--- src/design/directional_movement_index_top_assert.svh ---
// ----------------------------------------------------------------------------
// directional movement index assertion macros
// shared property forms for the checks at the end of the top level
// ----------------------------------------------------------------------------
`ifndef DIRECTIONAL_MOVEMENT_INDEX_TOP_ASSERT_SVH
`define DIRECTIONAL_MOVEMENT_INDEX_TOP_ASSERT_SVH

// same-cycle implication
`define DMI_ASSERT_IMP(label, clk, rst_n, ante, cons) \
  label: assert property (@(posedge clk) disable iff (!rst_n) (ante) |-> (cons)) \
    else $error("dmi check failed");

// next-cycle implication
`define DMI_ASSERT_NXT(label, clk, rst_n, ante, cons) \
  label: assert property (@(posedge clk) disable iff (!rst_n) (ante) |=> (cons)) \
    else $error("dmi sequence check failed");

`endif

--- src/design/dmi_pkg.sv ---
// ----------------------------------------------------------------------------
// dmi_pkg
// widths, constants, command codes and control structs of the adx block
// ----------------------------------------------------------------------------
`default_nettype none

package dmi_pkg;

  // field and state widths
  localparam int PRICE_BITS    = 32;
  localparam int FRAC_BITS     = 16;
  localparam int SMOOTH_BITS   = 48;
  localparam int OUT_BITS      = 23;
  localparam int BAR_BITS      = 10;
  localparam int PERIOD_BITS   = 9;
  localparam int ALPHA_BITS    = 16;
  localparam int DX_TOTAL_BITS = 32;
  localparam int DI_BITS       = 40;
  localparam int PROD_BITS     = SMOOTH_BITS + ALPHA_BITS;

  // divider sizes
  localparam int DIV_N_BITS = 64;
  localparam int DIV_D_BITS = 48;
  localparam int STEP_BITS  = 7;

  localparam logic [STEP_BITS-1:0] STEPS_FULL  = STEP_BITS'(64);
  localparam logic [STEP_BITS-1:0] STEPS_RATIO = STEP_BITS'(OUT_BITS);
  localparam logic [STEP_BITS-1:0] STEPS_ADX   = STEP_BITS'(DX_TOTAL_BITS);

  // configuration
  localparam int CFG_IDX_BITS  = 1;
  localparam int CFG_DATA_BITS = 16;
  localparam logic [CFG_IDX_BITS-1:0] CFG_PERIOD = 1'b0;
  localparam logic [CFG_IDX_BITS-1:0] CFG_ALPHA  = 1'b1;

  localparam logic [PERIOD_BITS-1:0] PERIOD_MIN   = PERIOD_BITS'(2);
  localparam logic [PERIOD_BITS-1:0] PERIOD_MAX   = PERIOD_BITS'(256);
  localparam logic [PERIOD_BITS-1:0] PERIOD_RESET = PERIOD_BITS'(14);
  localparam logic [ALPHA_BITS-1:0]  ALPHA_RESET  = ALPHA_BITS'(4681);

  localparam logic [BAR_BITS-1:0] BAR_SAT   = BAR_BITS'(1023);
  localparam logic [OUT_BITS-1:0] HUNDRED_Q = OUT_BITS'(100 << FRAC_BITS);

  // datapath operations
  typedef enum logic [3:0] {
    OP_NONE,
    OP_CAPTURE,
    OP_CLEAR,
    OP_MOVE,
    OP_ACCUM,
    OP_DIV_START,
    OP_DIV_WRITE,
    OP_SDIFF,
    OP_SMUL,
    OP_SWRITE,
    OP_NORM,
    OP_DXACC,
    OP_RESULT
  } op_e;

  // division jobs, in the order they run
  typedef enum logic [2:0] {
    JOB_RANGE_N,
    JOB_PLUS_N,
    JOB_MINUS_N,
    JOB_PLUS_DI,
    JOB_MINUS_DI,
    JOB_DX,
    JOB_ADX0
  } job_e;

  // smoothing targets
  typedef enum logic [1:0] {
    SM_RANGE,
    SM_PLUS,
    SM_MINUS,
    SM_ADX
  } sm_e;

  typedef struct packed {
    op_e  op;
    job_e job;
    sm_e  sm;
  } dmi_cmd_t;

  typedef struct packed {
    logic start;
    logic b_le_n;
    logic b_eq_n;
    logic b_ge_n;
    logic b_le_2n2;
    logic b_eq_2n1;
    logic div_busy;
    logic out_busy;
  } dmi_stat_t;

endpackage

`default_nettype wire

--- src/design/dmi_ctrl.sv ---
// ----------------------------------------------------------------------------
// dmi_ctrl
// sequencer that steps the datapath through the work of one bar
// ----------------------------------------------------------------------------
`default_nettype none

module dmi_ctrl import dmi_pkg::*; (
  input  logic      clk_i,
  input  logic      rst_ni,
  input  logic      in_valid_i,
  output logic      in_ready_o,
  input  dmi_stat_t stat_i,
  output dmi_cmd_t  cmd_o
);

  localparam logic [3:0] ST_IDLE     = 4'd0;
  localparam logic [3:0] ST_MOVE     = 4'd1;
  localparam logic [3:0] ST_ACCUM    = 4'd2;
  localparam logic [3:0] ST_DIV_GO   = 4'd3;
  localparam logic [3:0] ST_DIV_WAIT = 4'd4;
  localparam logic [3:0] ST_SDIFF    = 4'd5;
  localparam logic [3:0] ST_SMUL     = 4'd6;
  localparam logic [3:0] ST_SWRITE   = 4'd7;
  localparam logic [3:0] ST_NORM     = 4'd8;
  localparam logic [3:0] ST_ADX      = 4'd9;
  localparam logic [3:0] ST_OUT      = 4'd10;

  logic [3:0] state_q, state_d;
  job_e       job_q, job_d;
  sm_e        sm_q, sm_d;
  dmi_cmd_t   cmd;

  // next state and command
  always_comb begin
    state_d  = state_q;
    job_d    = job_q;
    sm_d     = sm_q;
    cmd.op   = OP_NONE;
    cmd.job  = job_q;
    cmd.sm   = sm_q;
    case (state_q)
      ST_IDLE: begin
        if (in_valid_i) begin
          cmd.op  = OP_CAPTURE;
          state_d = ST_MOVE;
        end
      end
      ST_MOVE: begin
        if (stat_i.start) begin
          cmd.op  = OP_CLEAR;
          state_d = ST_OUT;
        end else begin
          cmd.op  = OP_MOVE;
          state_d = ST_ACCUM;
        end
      end
      ST_ACCUM: begin
        if (stat_i.b_le_n) begin
          cmd.op = OP_ACCUM;
          if (stat_i.b_eq_n) begin
            job_d   = JOB_RANGE_N;
            state_d = ST_DIV_GO;
          end else begin
            state_d = ST_OUT;
          end
        end else begin
          sm_d    = SM_RANGE;
          state_d = ST_SDIFF;
        end
      end
      ST_DIV_GO: begin
        cmd.op  = OP_DIV_START;
        state_d = ST_DIV_WAIT;
      end
      ST_DIV_WAIT: begin
        if (!stat_i.div_busy) begin
          cmd.op = OP_DIV_WRITE;
          case (job_q)
            JOB_RANGE_N: begin
              job_d   = JOB_PLUS_N;
              state_d = ST_DIV_GO;
            end
            JOB_PLUS_N: begin
              job_d   = JOB_MINUS_N;
              state_d = ST_DIV_GO;
            end
            JOB_MINUS_N: begin
              state_d = ST_NORM;
            end
            JOB_PLUS_DI: begin
              job_d   = JOB_MINUS_DI;
              state_d = ST_DIV_GO;
            end
            JOB_MINUS_DI: begin
              job_d   = JOB_DX;
              state_d = ST_DIV_GO;
            end
            JOB_DX: begin
              state_d = ST_ADX;
            end
            default: begin
              state_d = ST_OUT;
            end
          endcase
        end
      end
      ST_SDIFF: begin
        cmd.op  = OP_SDIFF;
        state_d = ST_SMUL;
      end
      ST_SMUL: begin
        cmd.op  = OP_SMUL;
        state_d = ST_SWRITE;
      end
      ST_SWRITE: begin
        cmd.op = OP_SWRITE;
        case (sm_q)
          SM_RANGE: begin
            sm_d    = SM_PLUS;
            state_d = ST_SDIFF;
          end
          SM_PLUS: begin
            sm_d    = SM_MINUS;
            state_d = ST_SDIFF;
          end
          SM_MINUS: begin
            state_d = ST_NORM;
          end
          default: begin
            state_d = ST_OUT;
          end
        endcase
      end
      ST_NORM: begin
        cmd.op  = OP_NORM;
        job_d   = JOB_PLUS_DI;
        state_d = ST_DIV_GO;
      end
      ST_ADX: begin
        if (stat_i.b_le_2n2) begin
          cmd.op  = OP_DXACC;
          state_d = ST_OUT;
        end else if (stat_i.b_eq_2n1) begin
          job_d   = JOB_ADX0;
          state_d = ST_DIV_GO;
        end else begin
          sm_d    = SM_ADX;
          state_d = ST_SDIFF;
        end
      end
      ST_OUT: begin
        if (!stat_i.out_busy) begin
          cmd.op  = OP_RESULT;
          state_d = ST_IDLE;
        end
      end
      default: begin
        state_d = ST_IDLE;
      end
    endcase
  end

  // state registers
  always_ff @(posedge clk_i or negedge rst_ni) begin
    if (!rst_ni) begin
      state_q <= ST_IDLE;
      job_q   <= JOB_RANGE_N;
      sm_q    <= SM_RANGE;
    end else begin
      state_q <= state_d;
      job_q   <= job_d;
      sm_q    <= sm_d;
    end
  end

  assign in_ready_o = (state_q == ST_IDLE);
  assign cmd_o      = cmd;

endmodule

`default_nettype wire

--- config.mk ---
export PLATFORM = sky130hd
export DESIGN_NAME = dmi_ctrl
export DESIGN_NICKNAME = d
export VERILOG_FILES = /design/src/design/directional_movement_index_top_assert.svh /design/src/design/dmi_pkg.sv /design/src/design/dmi_ctrl.sv
export SDC_FILE = /design/constraint.sdc
export NUM_CORES = 1
export LEC_CHECK = 0
export BUFFER_PORTS_ARGS = -buffer_cell sky130_fd_sc_hd__buf_2
export CORE_MARGIN = 3
export CORE_UTILIZATION = 45
export CTS_CLUSTER_SIZE = 12
export DETAILED_ROUTE_END_ITERATION = 10
export PLACE_DENSITY_LB_ADDON = 0.12
export SYNTH_ARGS = -nofsm -noshare
export SYNTH_HDL_FRONTEND = slang
export SYNTH_SLANG_ARGS = --single-unit
--- constraint.sdc ---
create_clock -name clk_i -period 2.3 [get_ports clk_i]
set_input_delay 0.46 -clock clk_i [delete_from_list [all_inputs] [get_ports clk_i]]
set_output_delay 0.46 -clock clk_i [all_outputs]
set_load 0.01 [all_outputs]
### After elaboration in Yosys (flattened, before gate mapping)

Cells that the tools add are included.

| cells by class | value |
|---|---|
| equality and inequality tests | 28 |
| muxes and demuxes | 30 |
| reduce and logical (&&, ||, !) cells | 10 |

Operator list:

| cell | count |
|---|---|
| case mux 4 bit (11 select lines) | 2 |
| 2-to-1 mux 4 bit | 9 |
| 2-to-1 mux 3 bit | 8 |
| case mux 3 bit (4 select lines) | 2 |
| inequality test 2 bit (second input constant) | 9 |
| == test 4 x 3 -> 1 bit (second input constant) | 4 |
| == test 4 bit (second input constant) | 3 |
| case mux 4 bit (3 select lines) | 1 |
| == test 4 x 2 -> 1 bit (second input constant) | 2 |
| case mux 4 bit (2 select lines) | 1 |
| AND reduction 7 bit | 1 |
| == test 3 x 2 -> 1 bit (second input constant) | 2 |
| == test 3 bit (second input constant) | 2 |
| 2-to-1 mux 2 bit | 3 |
| case mux 2 bit (3 select lines) | 1 |
| inequality test 5 bit (second input constant) | 1 |
| AND reduction 5 bit | 1 |
| == test 4 x 1 -> 1 bit (second input constant) | 1 |
| zero test 4 bit | 1 |
| case mux 2 bit (2 select lines) | 1 |
| nonzero test 4 bit | 1 |
| OR reduction 4 bit | 1 |
| == test 3 x 1 -> 1 bit (second input constant) | 1 |
| zero test 3 bit | 1 |
| 8 further kinds | 9 |

| storage, ports and cells | value |
|---|---|
| bits in registers | 9 |
| input bits | 11 |
| output and inout bits | 10 |
| word-level logic and storage cells | 71 |

### Depth between registers and ports, before layout

| depth | value |
|---|---|
| word-level depth | 5 |
| depth in mapped cells | 7 |
| mapped depth without buffers | 5 |

### Worst setup path before layout

Ideal clock, no wire load.

| path | value |
|---|---|
| path type | register to output |
| start | register state_q[2] |
| end | output cmd_o[6] (netlist name) |
| arrival time | 1273 ps |
| data required time | 1840 ps |
| path slack | 567 ps |
| cell stages (with the launch flop) | 6 |
| path buffers | 2 |
| cells stage by stage | dfrtp_1 > buf_4 > buf_2 > o211ai_1 > o21ai_0 > a21oi_1 |

RTL lines:

| element | line | source |
|---|---|---|
| start: declaration | dmi_ctrl.sv:28 | `logic [3:0] state_q, state_d;` |
| start signal: assignment | dmi_ctrl.sv:170 | `state_q <= state_d;` |
| end: declaration | dmi_ctrl.sv:13 | `output dmi_cmd_t cmd_o` |

==> metrics.json <==
{
  "htree_levels": 1,
  "drc_violation_total_after_the_first_tritonroute_iteration": 39,
  "maximum_number_of_pins_on_one_net_before_global_route_repair": 24,
  "timing.critical_path.fanout_max": 23,
  "gr-usage-all-layers_pct": 21.3,
  "cell_internal_pwr_uw": 737,
  "grt.busiest_layer": "met1",
  "finalNonFillerCells": 173,
  "layout_worst_path_cycle_share_pct": 92.2,
  "power_frac_comb_pct": 64.7,
  "worstSetupPathType": "reg -> out",
  "antenna_violations_before_repair": 0,
  "synthesis.yosys.warnings": 0,
  "num-nets-final": 158,
  "fin_worst_skew_ns": 0.00810,
  "finalCriticalPeriod_ns": 2.12,
  "static-leakage-power_uw": 0.000480,
  "crit_path_max_incr_delay_ns": 0.56,
  "maxSlewHeadroom_pct": 69.1,
  "power_density_nw_per_um2": 1380,
  "worstRegToRegCells": 5,
  "commonest_cells_after_routing_fill_and_taps_aside": "sky130_fd_sc_hd__buf_2, sky130_fd_sc_hd__a21oi_1, sky130_fd_sc_hd__nand2_1, sky130_fd_sc_hd__nor2_1, sky130_fd_sc_hd__dfrtp_1",
  "die_h_um": 52.8,
  "cts.reportedPaths.clkPinSlew_ns": 0.06,
  "ratio_of_cells_with_drive_above_1_in_the_final_layout_pct": 25.3,
  "r2r-start": "state_q[2]",
  "rows": 16,
  "via_per_inst": 5.99,
  "rsz0062_at_grt": "no",
  "cp-endpoint": "cmd_o[5]",
  "seq_cell_area_um2": 228,
  "layout_commonest_cell": "sky130_fd_sc_hd__buf_2",
  "fin_setup_tns_ns": 0,
  "worstMarginPinSlew_ns": 0.456,
  "hold_viol": 0,
  "fin_util_pct": 55.0,
  "clkLatencyLatePin_ns": 0.27,
  "maxClockFrequency_mhz": 471,
  "cts_made_buffers": 3,
  "worst_hold_path_type": "in -> async",
  "ant_diodes": 0,
  "cts_tree": "built",
  "groute.layer.met2.usage_pct": 30.4,
  "sequentialPowerShare_pct": 27.1,
  "detail_route.wl_per_cell_um": 15.3,
  "routed-via-count": 1036,
  "detail_route.wirelength_mm": 2.64,
  "gr-usage-met1_pct": 31.4,
  "drv.max_cap_violation_count": 0,
  "antenna_violating_nets_post_route": 0,
  "crit_path_cell_trace": "nor3b_4 -> a21oi_1 -> o22ai_1 -> buf_2",
  "post-place-cells": 169,
  "clock_tree.buffer_depth": 2,
  "final.fill_count": 193,
  "setup.worst_path.start_class": "flip-flop",
  "power.share.clock_pct": 8.2,
  "grt_remaining_overflow": 0,
  "synthesis.instances": 128,
  "multi_input_comb_area_um2": 681,
  "regToRegEndpoint": "sm_q[1]",
  "power.net_switching_uw": 797,
  "initial_utilization_pct": 48.8,
  "via_count_of_the_first_global_routing_pass": 940,
  "firstDrtPassIters": 4,
  "port_buffers": 19,
  "dieArea_um2": 2790,
  "outcome": "finished, final reports clean",
  "cts_hold_buffers": 0,
  "detailed_placer_s_ending_hpwl_mm": 1.97,
  "synth_nets": 139,
  "clock-root-buffer": "sky130_fd_sc_hd__clkbuf_4",
  "setup_violations": 0,
  "grt_first_pass_wirelength_mm": 4.40,
  "grtUsageMet3_pct": 2.56,
  "synth_seq_area_share_pct": 22.8,
  "clkSinkCount": 9,
  "regToRegSetupSlack_ns": 0.47,
  "critPathArrivalTime_ns": 1.66,
  "critical_path.endpoint_type": "primary output",
  "ir_drop_uv": 835,
  "final_replace_weighted_congestion": 0.825,
  "cpMaxStageDelayCell": "sky130_fd_sc_hd__dfrtp_2",
  "cp-startpoint": "state_q[1]",
  "die-width_um": 52.8,
  "slew_violations": 0,
  "syn_area_um2": 986,
  "avg_inst_size_synth_um2": 7.70,
  "synth-seq-cells": 9,
  "area.growth.synth_to_final_pct": 12.8,
  "switching_share_pct": 52.0,
  "drc_violations": 0,
  "cp_data_required_time_ns": 1.84,
  "area_of_the_core_um2": 2020,
  "top_level_ports": 21,
  "yosys_cell_types": 49
}
-- layer usage --
layer | routed length, um | up-vias
li1 | - | 508
met1 | 1260 | 478
met2 | 1140 | 44
met3 | 196 | 6
met4 | 48 | 0
met5 | 0 | -
-- what timing repair did --
action	4_1_cts	5_1_grt
cloned	0	0
setup endpoints to repair	1	3
pin swaps	0	0
resized for setup	2	1
buffers inserted	0	0
-- kinds of logic after synthesis --
group | synth area share, %
buffers and inverters | 8.38
AOI/OAI and AO/OA | 31.6
and+or+nand+nor | 31.0
xor gates and xnor gates | 0.888
DFF | 22.8
muxes | 5.33
-- state kept, by name, summed over array words and instances (netlist names) --
name and flops:
state_q 4, sm_q 2, job_q 3
-- area by class of cell --
cell class | count | share of cell area, %
tap | 27 | 3.04
sequential | 9 | 20.5
timing repair buffer | 23 | 11.2
inverter | 5 | 1.69
clock buffer | 4 | 2.36
multi-input combinational | 105 | 61.2
-- Yosys cell counts (all sizes together) --
| cell | instances | area share, % |
|---|---|---|
| a2111oi | 1 | 1.5 |
| a211oi | 2 | 1.5 |
| a21boi | 1 | 0.76 |
| a21o | 2 | 1.5 |
| a21oi | 15 | 8.0 |
| a22o | 1 | 0.89 |
| a22oi | 2 | 1.5 |
| a2bb2oi | 1 | 0.89 |
| a31oi | 1 | 0.63 |
| a32o | 1 | 1.0 |
| a32oi | 1 | 0.89 |
| and2 | 1 | 0.89 |
| and3b | 2 | 1.8 |
| buf | 9 | 6.5 |
| dfrtp | 9 | 23 |
| inv | 5 | 1.9 |
| mux2 | 2 | 2.3 |
| mux2i | 3 | 3.0 |
| nand2 | 10 | 3.8 |
| nand2b | 6 | 3.8 |
| nand3 | 3 | 2.0 |
| nand3b | 2 | 1.5 |
| nand4 | 1 | 0.63 |
| nor2 | 10 | 4.1 |
| nor2b | 7 | 4.7 |
| nor3 | 3 | 1.5 |
| nor3b | 2 | 2.7 |
| nor4 | 2 | 1.3 |
| o211ai | 1 | 0.76 |
| o21a | 1 | 0.76 |
| o21ai | 12 | 6.1 |
| o221ai | 1 | 1.5 |
| o22a | 1 | 0.89 |
| o22ai | 1 | 0.63 |
| o311ai | 1 | 0.89 |
| o32ai | 1 | 0.89 |
| or3 | 1 | 0.63 |
| or3b | 1 | 0.89 |
| or4 | 1 | 0.76 |
| xor2 | 1 | 0.89 |
-- power by group through the flow --
stage                     clock, uW  sequential, uW  combinational [uW]
final                           126             415                 993
after floorplan                   0             295                 859
after global placement            0             401                 970
after global routing            139             433                1100
after detailed placement          0             405                 984
after CTS                       131             406                 992
-- stage by stage --
step                hold WS (ns)  total power (uW)  setup WS (ns)  area (um^2)
floorplan                  0.164              1150          0.567          986
global placement           0.325              1370          0.285         1080
detailed placement         0.333              1390          0.281         1080
CTS                       0.0375              1530         0.0389         1110
global route              0.0402              1680         0.0743         1110
finish                    0.0310              1530          0.179         1110
-- worst max-delay path, delay by kind of cell, from the launching register on --
kind,cells,cell delay [ns]
compound gates,2,0.28
buf+inv,1,0.15
flops,1,0.56
simple gates,1,0.40
-- how the worst min path moves through the flow --
stage           start          to  slack, ns
2_1_floorplan  rst_ni    job_q[0]       0.16
3_3_place_gp   rst_ni  state_q[2]       0.33
3_5_place_dp   rst_ni  state_q[2]       0.33
4_1_cts        rst_ni     sm_q[1]       0.04
5_1_grt        rst_ni    job_q[0]       0.04
6_report       rst_ni  state_q[2]       0.03
Power figures use the tool's default switching activity.
